## src/rtl/twqt_pkg.sv

```systemverilog
`default_nettype none
// ----------------------------------------------------------------------------
// twqt_pkg
// Shared types and constants of the windowed throughput trigger: register
// layout, reset values, item kinds and the command codes of the job queue.
// ----------------------------------------------------------------------------
package twqt_pkg;

	// Field widths fixed by the interface.
	localparam int KIND_W     = 2;
	localparam int LEN_W      = 32;
	localparam int RATE_W     = 16;
	localparam int HOLD_W     = 16;
	localparam int GAP_W      = 24;
	localparam int WIN_W      = 24;
	// A window sum is at most window_us plus one gap, so one extra bit holds it.
	localparam int WTIME_W    = WIN_W + 1;
	localparam int CFG_IDX_W  = 2;
	localparam int CFG_DATA_W = 24;
	localparam int CMD_W      = 2;

	// Input item kinds.
	localparam logic [KIND_W-1:0] KIND_XFER  = 2'd0;
	localparam logic [KIND_W-1:0] KIND_TICK  = 2'd1;
	localparam logic [KIND_W-1:0] KIND_OPEN  = 2'd2;
	localparam logic [KIND_W-1:0] KIND_CLOSE = 2'd3;

	// Commands handed from the front end to the back end.
	localparam logic [CMD_W-1:0] CMD_MEAS  = 2'd0;
	localparam logic [CMD_W-1:0] CMD_TICK  = 2'd1;
	localparam logic [CMD_W-1:0] CMD_CLOSE = 2'd2;

	// Result codes.
	localparam logic EV_MEASURED = 1'b0;
	localparam logic EV_EXPIRED  = 1'b1;

	// Register indexes.
	localparam logic [CFG_IDX_W-1:0] CFG_GAP_LIMIT = 2'd0;
	localparam logic [CFG_IDX_W-1:0] CFG_WINDOW    = 2'd1;
	localparam logic [CFG_IDX_W-1:0] CFG_THRESHOLD = 2'd2;
	localparam logic [CFG_IDX_W-1:0] CFG_HOLD      = 2'd3;

	// Register reset values.
	localparam logic [GAP_W-1:0]  RST_GAP_LIMIT = 24'd500000;
	localparam logic [WIN_W-1:0]  RST_WINDOW    = 24'd1000000;
	localparam logic [RATE_W-1:0] RST_THRESHOLD = 16'd40;
	localparam logic [HOLD_W-1:0] RST_HOLD      = 16'd200;

	// bytes/us to MB/s: x * 1000000 / 2^20 == x * 15625 / 2^14.
	localparam int               MBPS_SHIFT = 14;
	localparam int               MBPS_MUL_W = 14;
	localparam logic [MBPS_MUL_W-1:0] MBPS_MUL = 14'd15625;
	// Quotients at or above 2^30 saturate the rate in any case.
	localparam int               QUO_USE_W  = RATE_W + MBPS_SHIFT;
	localparam int               PROD_W     = QUO_USE_W + MBPS_MUL_W;

	typedef struct packed {
		logic [GAP_W-1:0]  gap_limit_us;
		logic [WIN_W-1:0]  window_us;
		logic [RATE_W-1:0] rate_threshold_mbps;
		logic [HOLD_W-1:0] hold_ticks;
	} cfg_t;

endpackage
`default_nettype wire

```

## src/rtl/twqt_fifo.sv

```systemverilog
`default_nettype none
// ----------------------------------------------------------------------------
// twqt_fifo
// Small job queue between the front end and the back end.
// ----------------------------------------------------------------------------
module twqt_fifo #(
	parameter int WIDTH = 8,
	parameter int DEPTH = 4
) (
	input  wire logic             clk,
	input  wire logic             arst_n,
	input  wire logic             push,
	input  wire logic [WIDTH-1:0] push_data,
	output logic                  full,
	input  wire logic             pop,
	output logic                  not_empty,
	output logic [WIDTH-1:0]      pop_data
);

	localparam int PTR_W = (DEPTH > 1) ? $clog2(DEPTH) : 1;
	localparam int CNT_W = $clog2(DEPTH + 1);

	logic [WIDTH-1:0] mem_q [DEPTH];
	logic [PTR_W-1:0] wr_ptr_q;
	logic [PTR_W-1:0] rd_ptr_q;
	logic [CNT_W-1:0] count_q;

	assign full      = (count_q == CNT_W'(DEPTH));
	assign not_empty = (count_q != '0);
	assign pop_data  = mem_q[rd_ptr_q];

	always_ff @(posedge clk) begin
		if (push) begin
			mem_q[wr_ptr_q] <= push_data;
		end
	end

	always_ff @(posedge clk or negedge arst_n) begin
		if (!arst_n) begin
			wr_ptr_q <= '0;
			rd_ptr_q <= '0;
			count_q  <= '0;
		end else begin
			if (push) begin
				wr_ptr_q <= (wr_ptr_q == PTR_W'(DEPTH - 1)) ? '0 : wr_ptr_q + 1'b1;
			end
			if (pop) begin
				rd_ptr_q <= (rd_ptr_q == PTR_W'(DEPTH - 1)) ? '0 : rd_ptr_q + 1'b1;
			end
			if (push && !pop) begin
				count_q <= count_q + 1'b1;
			end else if (pop && !push) begin
				count_q <= count_q - 1'b1;
			end
		end
	end

	property p_no_overflow;
		@(posedge clk) disable iff (!arst_n) push |-> (!full || pop);
	endproperty
	assert property (p_no_overflow) else $error("job queue written while full");

	property p_no_underflow;
		@(posedge clk) disable iff (!arst_n) pop |-> not_empty;
	endproperty
	assert property (p_no_underflow) else $error("job queue read while empty");

	property p_count_bound;
		@(posedge clk) disable iff (!arst_n) count_q <= CNT_W'(DEPTH);
	endproperty
	assert property (p_count_bound) else $error("job queue count out of range");

endmodule
`default_nettype wire

```

## src/rtl/twqt_front.sv

```systemverilog
`default_nettype none
// ----------------------------------------------------------------------------
// twqt_front
// Accepts items, takes the gap to the previous transfer, keeps the window
// sums and queues measure, tick and close jobs for the back end.
// ----------------------------------------------------------------------------
module twqt_front
	import twqt_pkg::*;
#(
	parameter int TIME_BITS     = 48,
	parameter int BYTE_SUM_BITS = 48
) (
	input  wire logic                     clk,
	input  wire logic                     arst_n,
	input  wire cfg_t                     cfg,
	input  wire logic                     in_valid,
	output logic                          in_ready,
	input  wire logic [KIND_W-1:0]        kind,
	input  wire logic [TIME_BITS-1:0]     timestamp_us,
	input  wire logic [LEN_W-1:0]         request_length,
	output logic                          push,
	output logic [CMD_W-1:0]              push_cmd,
	output logic [WTIME_W-1:0]            push_time,
	output logic [BYTE_SUM_BITS-1:0]      push_bytes,
	input  wire logic                     queue_full
);

	// Stage 1: gap against the last stamp.
	logic                  v_s1;
	logic [KIND_W-1:0]     kind_s1;
	logic [LEN_W-1:0]      len_s1;
	logic [GAP_W-1:0]      gap_s1;
	logic                  over_s1;
	logic [TIME_BITS-1:0]  last_stamp_q;
	logic [TIME_BITS-1:0]  gap;

	// Stage 2: window sums.
	logic [WIN_W-1:0]          wtime_q;
	logic [BYTE_SUM_BITS-1:0]  wbytes_q;
	logic [WTIME_W-1:0]        sum_time;
	logic [BYTE_SUM_BITS:0]    sum_bytes;
	logic [BYTE_SUM_BITS-1:0]  sat_bytes;
	logic                      win_full;
	logic                      need_push;
	logic                      advance;
	logic                      accept;

	assign gap    = timestamp_us - last_stamp_q;
	assign accept = in_valid && in_ready;

	assign sum_time  = WTIME_W'(wtime_q) + WTIME_W'(gap_s1);
	assign sum_bytes = {1'b0, wbytes_q} + (BYTE_SUM_BITS + 1)'(len_s1);
	assign sat_bytes = sum_bytes[BYTE_SUM_BITS] ? '1 : sum_bytes[BYTE_SUM_BITS-1:0];
	assign win_full  = (sum_time > WTIME_W'(cfg.window_us));

	always_comb begin
		need_push = 1'b0;
		push_cmd  = CMD_MEAS;
		unique case (kind_s1)
			KIND_XFER: begin
				need_push = !over_s1 && win_full;
				push_cmd  = CMD_MEAS;
			end
			KIND_TICK: begin
				need_push = 1'b1;
				push_cmd  = CMD_TICK;
			end
			KIND_CLOSE: begin
				need_push = 1'b1;
				push_cmd  = CMD_CLOSE;
			end
			default: begin
				need_push = 1'b0;
				push_cmd  = CMD_MEAS;
			end
		endcase
	end

	assign push       = v_s1 && need_push && !queue_full;
	assign advance    = v_s1 && (!need_push || !queue_full);
	assign in_ready   = !v_s1 || advance;
	assign push_time  = sum_time;
	assign push_bytes = sat_bytes;

	always_ff @(posedge clk) begin
		if (accept) begin
			kind_s1 <= kind;
			len_s1  <= request_length;
			gap_s1  <= gap[GAP_W-1:0];
			over_s1 <= (gap > TIME_BITS'(cfg.gap_limit_us));
		end
	end

	always_ff @(posedge clk or negedge arst_n) begin
		if (!arst_n) begin
			v_s1         <= 1'b0;
			last_stamp_q <= '0;
			wtime_q      <= '0;
			wbytes_q     <= '0;
		end else begin
			if (accept) begin
				v_s1 <= 1'b1;
			end else if (advance) begin
				v_s1 <= 1'b0;
			end
			if (accept && kind == KIND_XFER) begin
				last_stamp_q <= timestamp_us;
			end else if (accept && kind == KIND_OPEN) begin
				last_stamp_q <= '0;
			end
			if (advance) begin
				if (kind_s1 == KIND_OPEN || (kind_s1 == KIND_XFER && (over_s1 || win_full))) begin
					wtime_q  <= '0;
					wbytes_q <= '0;
				end else if (kind_s1 == KIND_XFER) begin
					wtime_q  <= sum_time[WIN_W-1:0];
					wbytes_q <= sat_bytes;
				end
			end
		end
	end

endmodule
`default_nettype wire

```

## src/rtl/twqt_back.sv

```systemverilog
`default_nettype none
// ----------------------------------------------------------------------------
// twqt_back
// Executes queued jobs in order: divides the window bytes by its time one
// quotient bit per cycle, scales to MB/s, runs the hold countdown and drives
// the result register.
// ----------------------------------------------------------------------------
module twqt_back
	import twqt_pkg::*;
#(
	parameter int BYTE_SUM_BITS = 48
) (
	input  wire logic                     clk,
	input  wire logic                     arst_n,
	input  wire cfg_t                     cfg,
	input  wire logic                     job_valid,
	output logic                          job_pop,
	input  wire logic [CMD_W-1:0]         job_cmd,
	input  wire logic [WTIME_W-1:0]       job_time,
	input  wire logic [BYTE_SUM_BITS-1:0] job_bytes,
	output logic                          out_valid,
	input  wire logic                     out_ready,
	output logic                          event_res,
	output logic [RATE_W-1:0]             throughput_mbps,
	output logic                          enter_performance
);

	localparam int CNT_W = $clog2(BYTE_SUM_BITS);

	localparam logic [1:0] ST_IDLE = 2'd0;
	localparam logic [1:0] ST_DIV  = 2'd1;
	localparam logic [1:0] ST_MUL  = 2'd2;
	localparam logic [1:0] ST_FIN  = 2'd3;

	logic [1:0]               state_q;
	logic [HOLD_W-1:0]        hold_q;
	logic [BYTE_SUM_BITS-1:0] dvd_q;
	logic [WTIME_W-1:0]       rem_q;
	logic [WTIME_W-1:0]       dsr_q;
	logic [CNT_W-1:0]         cnt_q;
	logic [RATE_W-1:0]        rate_q;
	logic                     out_valid_q;
	logic                     event_q;
	logic [RATE_W-1:0]        mbps_q;
	logic                     enter_q;

	logic                     out_free;
	logic                     res_load;
	logic [WTIME_W:0]         trial;
	logic                     ge;
	logic [WTIME_W:0]         diff;
	logic [PROD_W-1:0]        prod;
	logic [QUO_USE_W-1:0]     scaled;
	logic                     quo_big;
	logic [RATE_W-1:0]        rate_nxt;
	logic                     hit;

	assign out_free = !out_valid_q || out_ready;
	assign job_pop  = (state_q == ST_IDLE) && job_valid && out_free;

	// A result is loaded by a tick that ends the hold or by a finished measurement.
	assign res_load = (job_pop && job_cmd == CMD_TICK && hold_q == HOLD_W'(1)) ||
	                  (state_q == ST_FIN && out_free);

	// One restoring step: the remainder always stays below the divisor.
	assign trial = {rem_q, dvd_q[BYTE_SUM_BITS-1]};
	assign diff  = trial - {1'b0, dsr_q};
	assign ge    = (trial >= {1'b0, dsr_q});

	assign quo_big  = |dvd_q[BYTE_SUM_BITS-1:QUO_USE_W];
	assign prod     = dvd_q[QUO_USE_W-1:0] * MBPS_MUL;
	assign scaled   = prod[PROD_W-1:MBPS_SHIFT];
	assign rate_nxt = (quo_big || (|scaled[QUO_USE_W-1:RATE_W])) ? '1 : scaled[RATE_W-1:0];
	assign hit      = (rate_q >= cfg.rate_threshold_mbps);

	always_ff @(posedge clk) begin
		unique case (state_q)
			ST_IDLE: begin
				if (job_pop) begin
					dvd_q <= job_bytes;
					dsr_q <= job_time;
					rem_q <= '0;
					cnt_q <= CNT_W'(BYTE_SUM_BITS - 1);
				end
			end
			ST_DIV: begin
				rem_q <= ge ? diff[WTIME_W-1:0] : trial[WTIME_W-1:0];
				dvd_q <= {dvd_q[BYTE_SUM_BITS-2:0], ge};
				cnt_q <= cnt_q - 1'b1;
			end
			ST_MUL: begin
				rate_q <= rate_nxt;
			end
			default: begin
			end
		endcase
	end

	always_ff @(posedge clk or negedge arst_n) begin
		if (!arst_n) begin
			state_q     <= ST_IDLE;
			hold_q      <= '0;
			out_valid_q <= 1'b0;
			event_q     <= EV_MEASURED;
			mbps_q      <= '0;
			enter_q     <= 1'b0;
		end else begin
			if (res_load) begin
				out_valid_q <= 1'b1;
			end else if (out_ready) begin
				out_valid_q <= 1'b0;
			end
			unique case (state_q)
				ST_IDLE: begin
					if (job_pop) begin
						case (job_cmd)
							CMD_MEAS: begin
								state_q <= ST_DIV;
							end
							CMD_TICK: begin
								if (hold_q != '0) begin
									hold_q <= hold_q - 1'b1;
									if (hold_q == HOLD_W'(1)) begin
										event_q     <= EV_EXPIRED;
										mbps_q      <= '0;
										enter_q     <= 1'b0;
									end
								end
							end
							default: begin
								hold_q <= '0;
							end
						endcase
					end
				end
				ST_DIV: begin
					if (cnt_q == '0) begin
						state_q <= ST_MUL;
					end
				end
				ST_MUL: begin
					state_q <= ST_FIN;
				end
				ST_FIN: begin
					if (out_free) begin
						event_q     <= EV_MEASURED;
						mbps_q      <= rate_q;
						enter_q     <= hit && (hold_q == '0);
						if (hit) begin
							hold_q <= cfg.hold_ticks;
						end
						state_q <= ST_IDLE;
					end
				end
				default: begin
					state_q <= ST_IDLE;
				end
			endcase
		end
	end

	assign out_valid         = out_valid_q;
	assign event_res         = event_q;
	assign throughput_mbps   = mbps_q;
	assign enter_performance = enter_q;

	property p_div_nonzero;
		@(posedge clk) disable iff (!arst_n)
			(job_pop && job_cmd == CMD_MEAS) |-> (job_time != '0);
	endproperty
	assert property (p_div_nonzero) else $error("measure job with zero window time");

	property p_close_clears;
		@(posedge clk) disable iff (!arst_n)
			(job_pop && job_cmd == CMD_CLOSE) |=> (hold_q == '0);
	endproperty
	assert property (p_close_clears) else $error("close did not cancel the hold");

	property p_enter_needs_hit;
		@(posedge clk) disable iff (!arst_n)
			(state_q == ST_FIN && out_free && !hit) |=> !enter_q;
	endproperty
	assert property (p_enter_needs_hit) else $error("performance request below threshold");

	property p_expired_clean;
		@(posedge clk) disable iff (!arst_n)
			(out_valid_q && event_q == EV_EXPIRED) |-> (mbps_q == '0 && !enter_q);
	endproperty
	assert property (p_expired_clean) else $error("expiry beat carries a rate");

endmodule
`default_nettype wire

```

## src/rtl/throughput_window_qos_trigger.sv

```systemverilog
`default_nettype none
// ----------------------------------------------------------------------------
// throughput_window_qos_trigger
// Windowed transfer throughput meter with a performance-mode hold countdown.
// ----------------------------------------------------------------------------
//
// Channel   Direction  Handshake              Beat contents
// input     in         in_valid / in_ready    kind, timestamp_us, request_length
// output    out        out_valid / out_ready  event_res, throughput_mbps,
//                                             enter_performance
// config    in         cfg_wr_en              cfg_index, cfg_data
//
// Transfers that do not close a window, session opens, ticks and closes are
// taken one per cycle, ticks and closes only while the job queue has room; the
// front end registers the gap, then the window sums, in a two-stage pipeline.
// A transfer that closes a window takes the back end through the restoring
// divider (one quotient bit per cycle), one scaling multiply and one result
// step. A four-entry job queue lets the front end keep accepting beats while
// the back end divides, and stalls the input only when that queue is full.
// The output register frees the back end as soon as a result is loaded; a
// stalled output holds the back end before it loads a result or takes its
// next job. Reset is asynchronous and immediate: there is no clearing pass.
//
// The gap is taken modulo 2^TIME_BITS. A gap above gap_limit_us restarts the
// window; otherwise gap and bytes accumulate (bytes saturate). Once the window
// time exceeds window_us, the rate floor(floor(bytes/us) * 1000000 / 2^20),
// saturated to 16 bits, is reported and the window cleared. A rate at or above
// rate_threshold_mbps reloads the hold, and requests performance mode when no
// hold was running. Ticks count the hold down and report its expiry.
// ----------------------------------------------------------------------------
module throughput_window_qos_trigger
	import twqt_pkg::*;
#(
	parameter int TIME_BITS     = 48,
	parameter int BYTE_SUM_BITS = 48
) (
	input  wire logic                  clk,
	input  wire logic                  arst_n,
	// Configuration writes.
	input  wire logic                  cfg_wr_en,
	input  wire logic [CFG_IDX_W-1:0]  cfg_index,
	input  wire logic [CFG_DATA_W-1:0] cfg_data,
	// Input beats.
	input  wire logic                  in_valid,
	output logic                       in_ready,
	input  wire logic [KIND_W-1:0]     kind,
	input  wire logic [TIME_BITS-1:0]  timestamp_us,
	input  wire logic [LEN_W-1:0]      request_length,
	// Result beats.
	output logic                       out_valid,
	input  wire logic                  out_ready,
	output logic                       event_res,
	output logic [RATE_W-1:0]          throughput_mbps,
	output logic                       enter_performance
);

	// One queue entry carries the command, the window time and the byte sum.
	localparam int JOB_W       = CMD_W + WTIME_W + BYTE_SUM_BITS;
	localparam int QUEUE_DEPTH = 4;

	cfg_t cfg_q;

	logic                     push;
	logic [CMD_W-1:0]         push_cmd;
	logic [WTIME_W-1:0]       push_time;
	logic [BYTE_SUM_BITS-1:0] push_bytes;
	logic                     queue_full;
	logic                     job_valid;
	logic                     job_pop;
	logic [JOB_W-1:0]         job_data;

	// The register file: the user must write it only while the block is idle; the block itself does not enforce this.
	always_ff @(posedge clk or negedge arst_n) begin
		if (!arst_n) begin
			cfg_q.gap_limit_us        <= RST_GAP_LIMIT;
			cfg_q.window_us           <= RST_WINDOW;
			cfg_q.rate_threshold_mbps <= RST_THRESHOLD;
			cfg_q.hold_ticks          <= RST_HOLD;
		end else if (cfg_wr_en) begin
			unique case (cfg_index)
				CFG_GAP_LIMIT: cfg_q.gap_limit_us        <= cfg_data[GAP_W-1:0];
				CFG_WINDOW:    cfg_q.window_us           <= cfg_data[WIN_W-1:0];
				CFG_THRESHOLD: cfg_q.rate_threshold_mbps <= cfg_data[RATE_W-1:0];
				CFG_HOLD:      cfg_q.hold_ticks          <= cfg_data[HOLD_W-1:0];
				default: begin
				end
			endcase
		end
	end

	// Front end: gap, window sums and job generation.
	twqt_front #(
		.TIME_BITS     (TIME_BITS),
		.BYTE_SUM_BITS (BYTE_SUM_BITS)
	) u_front (
		.clk            (clk),
		.arst_n         (arst_n),
		.cfg            (cfg_q),
		.in_valid       (in_valid),
		.in_ready       (in_ready),
		.kind           (kind),
		.timestamp_us   (timestamp_us),
		.request_length (request_length),
		.push           (push),
		.push_cmd       (push_cmd),
		.push_time      (push_time),
		.push_bytes     (push_bytes),
		.queue_full     (queue_full)
	);

	// Job queue: keeps tick, close and measure jobs in arrival order so the
	// hold countdown sees them exactly as the items came in.
	twqt_fifo #(
		.WIDTH (JOB_W),
		.DEPTH (QUEUE_DEPTH)
	) u_queue (
		.clk       (clk),
		.arst_n    (arst_n),
		.push      (push),
		.push_data ({push_cmd, push_time, push_bytes}),
		.full      (queue_full),
		.pop       (job_pop),
		.not_empty (job_valid),
		.pop_data  (job_data)
	);

	// Back end: division, scaling, hold countdown and result register.
	twqt_back #(
		.BYTE_SUM_BITS (BYTE_SUM_BITS)
	) u_back (
		.clk               (clk),
		.arst_n            (arst_n),
		.cfg               (cfg_q),
		.job_valid         (job_valid),
		.job_pop           (job_pop),
		.job_cmd           (job_data[JOB_W-1 -: CMD_W]),
		.job_time          (job_data[BYTE_SUM_BITS +: WTIME_W]),
		.job_bytes         (job_data[BYTE_SUM_BITS-1:0]),
		.out_valid         (out_valid),
		.out_ready         (out_ready),
		.event_res         (event_res),
		.throughput_mbps   (throughput_mbps),
		.enter_performance (enter_performance)
	);

endmodule
`default_nettype wire
```

## config.mk

```make
export PLATFORM = sky130hd
export DESIGN_NAME = throughput_window_qos_trigger
export DESIGN_NICKNAME = d
export VERILOG_FILES = /design/src/rtl/twqt_pkg.sv /design/src/rtl/twqt_fifo.sv /design/src/rtl/twqt_front.sv /design/src/rtl/twqt_back.sv /design/src/rtl/throughput_window_qos_trigger.sv
export SDC_FILE = /design/constraint.sdc
export NUM_CORES = 1
export LEC_CHECK = 0
export ABC_CLOCK_PERIOD_IN_PS = 9200
export BUFFER_PORTS_ARGS = -buffer_cell sky130_fd_sc_hd__buf_4
export CAP_MARGIN = 0
export CELL_PAD_IN_SITES_DETAIL_PLACEMENT = 0
export CELL_PAD_IN_SITES_GLOBAL_PLACEMENT = 2
export CORE_MARGIN = 2
export CORE_UTILIZATION = 44
export DETAILED_ROUTE_END_ITERATION = 8
export PLACE_DENSITY = 0.9
export SETUP_SLACK_MARGIN = 0.2
export SLEW_MARGIN = 30
export SYNTH_ARGS = -nofsm -noshare
export SYNTH_HDL_FRONTEND = slang
export SYNTH_SLANG_ARGS = --single-unit
```

## constraint.sdc

```tcl
create_clock -name clk -period 9.2 [get_ports clk]
set_clock_uncertainty 0.1 [all_clocks]
set_input_delay 0.92 -clock clk [delete_from_list [all_inputs] [get_ports clk]]
set_output_delay 0.92 -clock clk [all_outputs]
set_load 0.01 [all_outputs]
```

==> out/metrics.yaml <==
global_routing:
  antenna_found_initial: 2
  grt_max_degree: 91
  grt_pass1_vias: 27800
  grt_first_pass_wirelength_um: 155000
  grtUsageTotal: 0.198
  grt-ovfl-total: 0
die:
  fp.dieH_um: 316
  die_area_sq_um: 99500
  num_rows: 114
  core_sq_um: 96400
  die_x_um: 316
  start_util: 0.443
  ios: 133
place:
  hpwl_um: 72300
  placed_cells: 4927
  place_congestion: 0.871
  io_buffer_count: 132
synth:
  yosysUniqueCellTypes: 103
  syn-num-nets: 4197
  synth-edff-count: 479
  syn-cell-area_sq_um: 42700
  synthCells: 3604
  ys_warn_count: 0
  ys_ff_latch: 724
  async_flop_share: 0.338
  yosys_most_used_dff: "edfxtp_1"
  synth_area_per_cell_sq_um: 11.8
  yosysSeqAreaShare: 0.481
hold_path:
  hold_class: "input pin to asynchronous set/reset pin"
sta:
  finalCriticalPeriod_ns: 7.43
  relSlewSlack: 0.381
  fmaxAchievable_mhz: 135
  final-max-slew-violation-count: 0
  rsz0062_at_grt: "no"
  finalSetupViolations: 0
  hold_viol: 0
  fin_tns_setup_ns: 0
  finalCritPeriodShare: 0.807
  tightest_slew_ns: 0.929
  hold-worst-slack_ns: 0.219
worst_setup_path:
  worstReg2RegEnd: "u_back.rate_q[2]"
  path_depth: 22
  end_kind: "register"
  cpMostUsedCell: "fa_1"
  setup.worst_path.start_class: "register"
  arrival_ns: 7.66
  r2r_start: "u_back.dvd_q[1]"
  slowest_stage: "nor4b_4"
  slowest_delay_ns: 0.76
  cp_top_family: "adder cells"
  path_cells: "inv_1, fa_1, inv_1, fa_1, fa_1, fa_1, ha_1, inv_1, fa_1, inv_1, ha_1, o211ai_1, o31ai_1, o211ai_2, o21a_4, o31ai_4, a31oi_4, o41ai_1, xnor2_1, o211ai_2, nor4b_4, o21ai_0"
  rr_worst_depth: 22
  required_ns: 9.43
  crit_fanout: 16
  worst-path-buf-inv: 4
  path_class: "register to register"
  reg2reg_slack_ns: 1.77
clock_tree:
  cts_sinks: 724
  cts_buffers: 77
  clock_latency_ns: 0.63
  clk_pin_slew_worst_paths_ns: 0.06
  ctsHoldBuffers: 0
  cts-resized-gates: 0
  cts_setup_buffers: 0
  cts_tree: "built"
  clk_root_buffer_cell: "clkbuf_16"
  clock_path_buffers: 3
  cts_htree_levels: 3
detailed_routing:
  viasPerCell: 5.43
  drc: 0
  first_pass_iters: 5
  vias: 27500
  drt-total-wl_um: 97100
  drt_iter0_markers: 1734
  antenna_left: 0
  wire_per_inst_um: 19.2
final_layout:
  drive_above_1_share: 0.137
  fin_cells: 5070
  diodes: 0
  final_nets: 4325
  area_growth_pct: 12.0
  postLayoutCoreUtil: 0.496
outcome:
  status: "complete, no violations"
flow_run:
  cap_violations: 0
cells in the mapped netlist, types with 20 or more instances:
master | n | area share
edfxtp_1 | 479 | 0.34
inv_1 | 362 | 0.032
ha_1 | 351 | 0.10
nand2_1 | 301 | 0.026
dfrtp_1 | 226 | 0.13
o21ai_0 | 201 | 0.024
a21oi_1 | 173 | 0.020
nor2_1 | 151 | 0.013
fa_1 | 129 | 0.060
a21o_1 | 85 | 0.015
clkbuf_1 | 80 | 0.0070
xnor2_1 | 80 | 0.016
mux4_2 | 76 | 0.040
mux2i_1 | 75 | 0.018
nand2b_1 | 69 | 0.010
mux2_2 | 66 | 0.017
nand3_1 | 65 | 0.0076
a22o_1 | 63 | 0.013
nor3_1 | 51 | 0.0060
xor2_1 | 51 | 0.010
nand4_1 | 38 | 0.0056
o21a_1 | 33 | 0.0058
nor2b_1 | 26 | 0.0038
a211oi_1 | 24 | 0.0042
and3_1 | 20 | 0.0029
o31ai_1 | 20 | 0.0035
stage by stage:
step                      cell area, sq um  worst slack, ns
final                                47800             1.77
after floorplan                      42700             1.75
after CTS                            47800             1.69
after global placement               45000             1.80
after global routing                 47800             1.26
after detailed placement             45100             1.70
layer usage:
metal  global-route usage  share of wire
met3               0.0299          0.047
met4               0.0526          0.021
met5                    0              0
met1                0.280           0.46
met2                0.320           0.47
worst register-to-register path, delay by kind of cell (launching register included):
| family | cells | cell delay (ns) |
|---|---|---|
| AOI/OAI and AO/OA | 9 | 2.16 |
| xor gates and xnor gates | 1 | 0.19 |
| adders and majority gates | 7 | 3.17 |
| buffers and inverters | 4 | 0.27 |
| DFF | 1 | 0.49 |
| and+or+nand+nor | 1 | 0.76 |
registers in the layout (all words and copies together) (netlist names), 3 cells and up:
signal and cells:
u_back.throughput_mbps 16, u_back.cnt_q 6, u_back.hold_q 16, u_queue.count_q 3, u_back.rate_q 16, u_front.last_stamp_q 48
u_front.wtime_q 24, u_front.len_s1 32, u_front.wbytes_q 48, u_queue.mem_q 300, u_back.dsr_q 25, u_back.rem_q 25
u_front.gap_s1 24, u_back.dvd_q 48, cfg_q 80
area by class of cell:
cell class / count / area, sq um
timing repair buffer: 163 / 1280
fill: 8581 / 48600
clock buffer: 90 / 2070
tap: 1276 / 1600
inverter: 363 / 1360
multi-input combinational: 2403 / 20300
sequential: 724 / 20500
clock inverter: 51 / 648
worst max path at each step:
stage	slack, ns	from	to
global placement	1.80	u_back.dvd_q[1]	u_back.rate_q[1]
global route	1.26	u_back.dvd_q[1]	u_back.rate_q[2]
floorplan	1.75	u_back.state_q[1]	u_back.cnt_q[0]
detailed placement	1.70	u_back.dvd_q[1]	u_back.rate_q[2]
finish	1.77	u_back.dvd_q[1]	u_back.rate_q[2]
CTS	1.69	u_back.dvd_q[1]	u_back.rate_q[2]
placed cells by master (no fill, tap or decap), types with 11 or more instances in the layout:
| cell type | instances |
|---|---|
| o21bai_1 | 16 |
| nor3_1 | 51 |
| nor4_1 | 15 |
| a22o_1 | 63 |
| and2_1 | 14 |
| o21a_1 | 33 |
| buf_4 | 157 |
| nor2_1 | 150 |
| mux4_2 | 76 |
| o211ai_1 | 13 |
| mux2_2 | 66 |
| a31oi_1 | 18 |
| bufinv_16 | 12 |
| clkinv_2 | 11 |
| xnor2_1 | 80 |
| nand2_1 | 301 |
| fa_1 | 129 |
| nand3_1 | 65 |
| nor2b_1 | 26 |
| mux2i_1 | 75 |
| nand2b_1 | 69 |
| nand4_1 | 38 |
| inv_1 | 361 |
| o31ai_1 | 20 |
| or2_2 | 16 |
| a211oi_1 | 24 |
| and3_1 | 19 |
| ha_1 | 351 |
| edfxtp_1 | 479 |
| xor2_1 | 51 |
| dfstp_2 | 19 |
| o21ai_0 | 200 |
| a21o_1 | 84 |
| clkbuf_16 | 79 |
| a21oi_1 | 173 |
| dfrtp_1 | 224 |
logic make-up after synthesis:
group / count (synthesis) / synth area share
simple gates: 814 / 0.0916
compound gates: 761 / 0.118
flops: 724 / 0.481
fa+ha+maj: 480 / 0.163
buf+inv: 477 / 0.0440
mux: 217 / 0.0751
xor+xnor: 131 / 0.0269
Power is not shown: default switching activity piles up to over one toggle a cycle in this logic, so the estimate is an artifact.
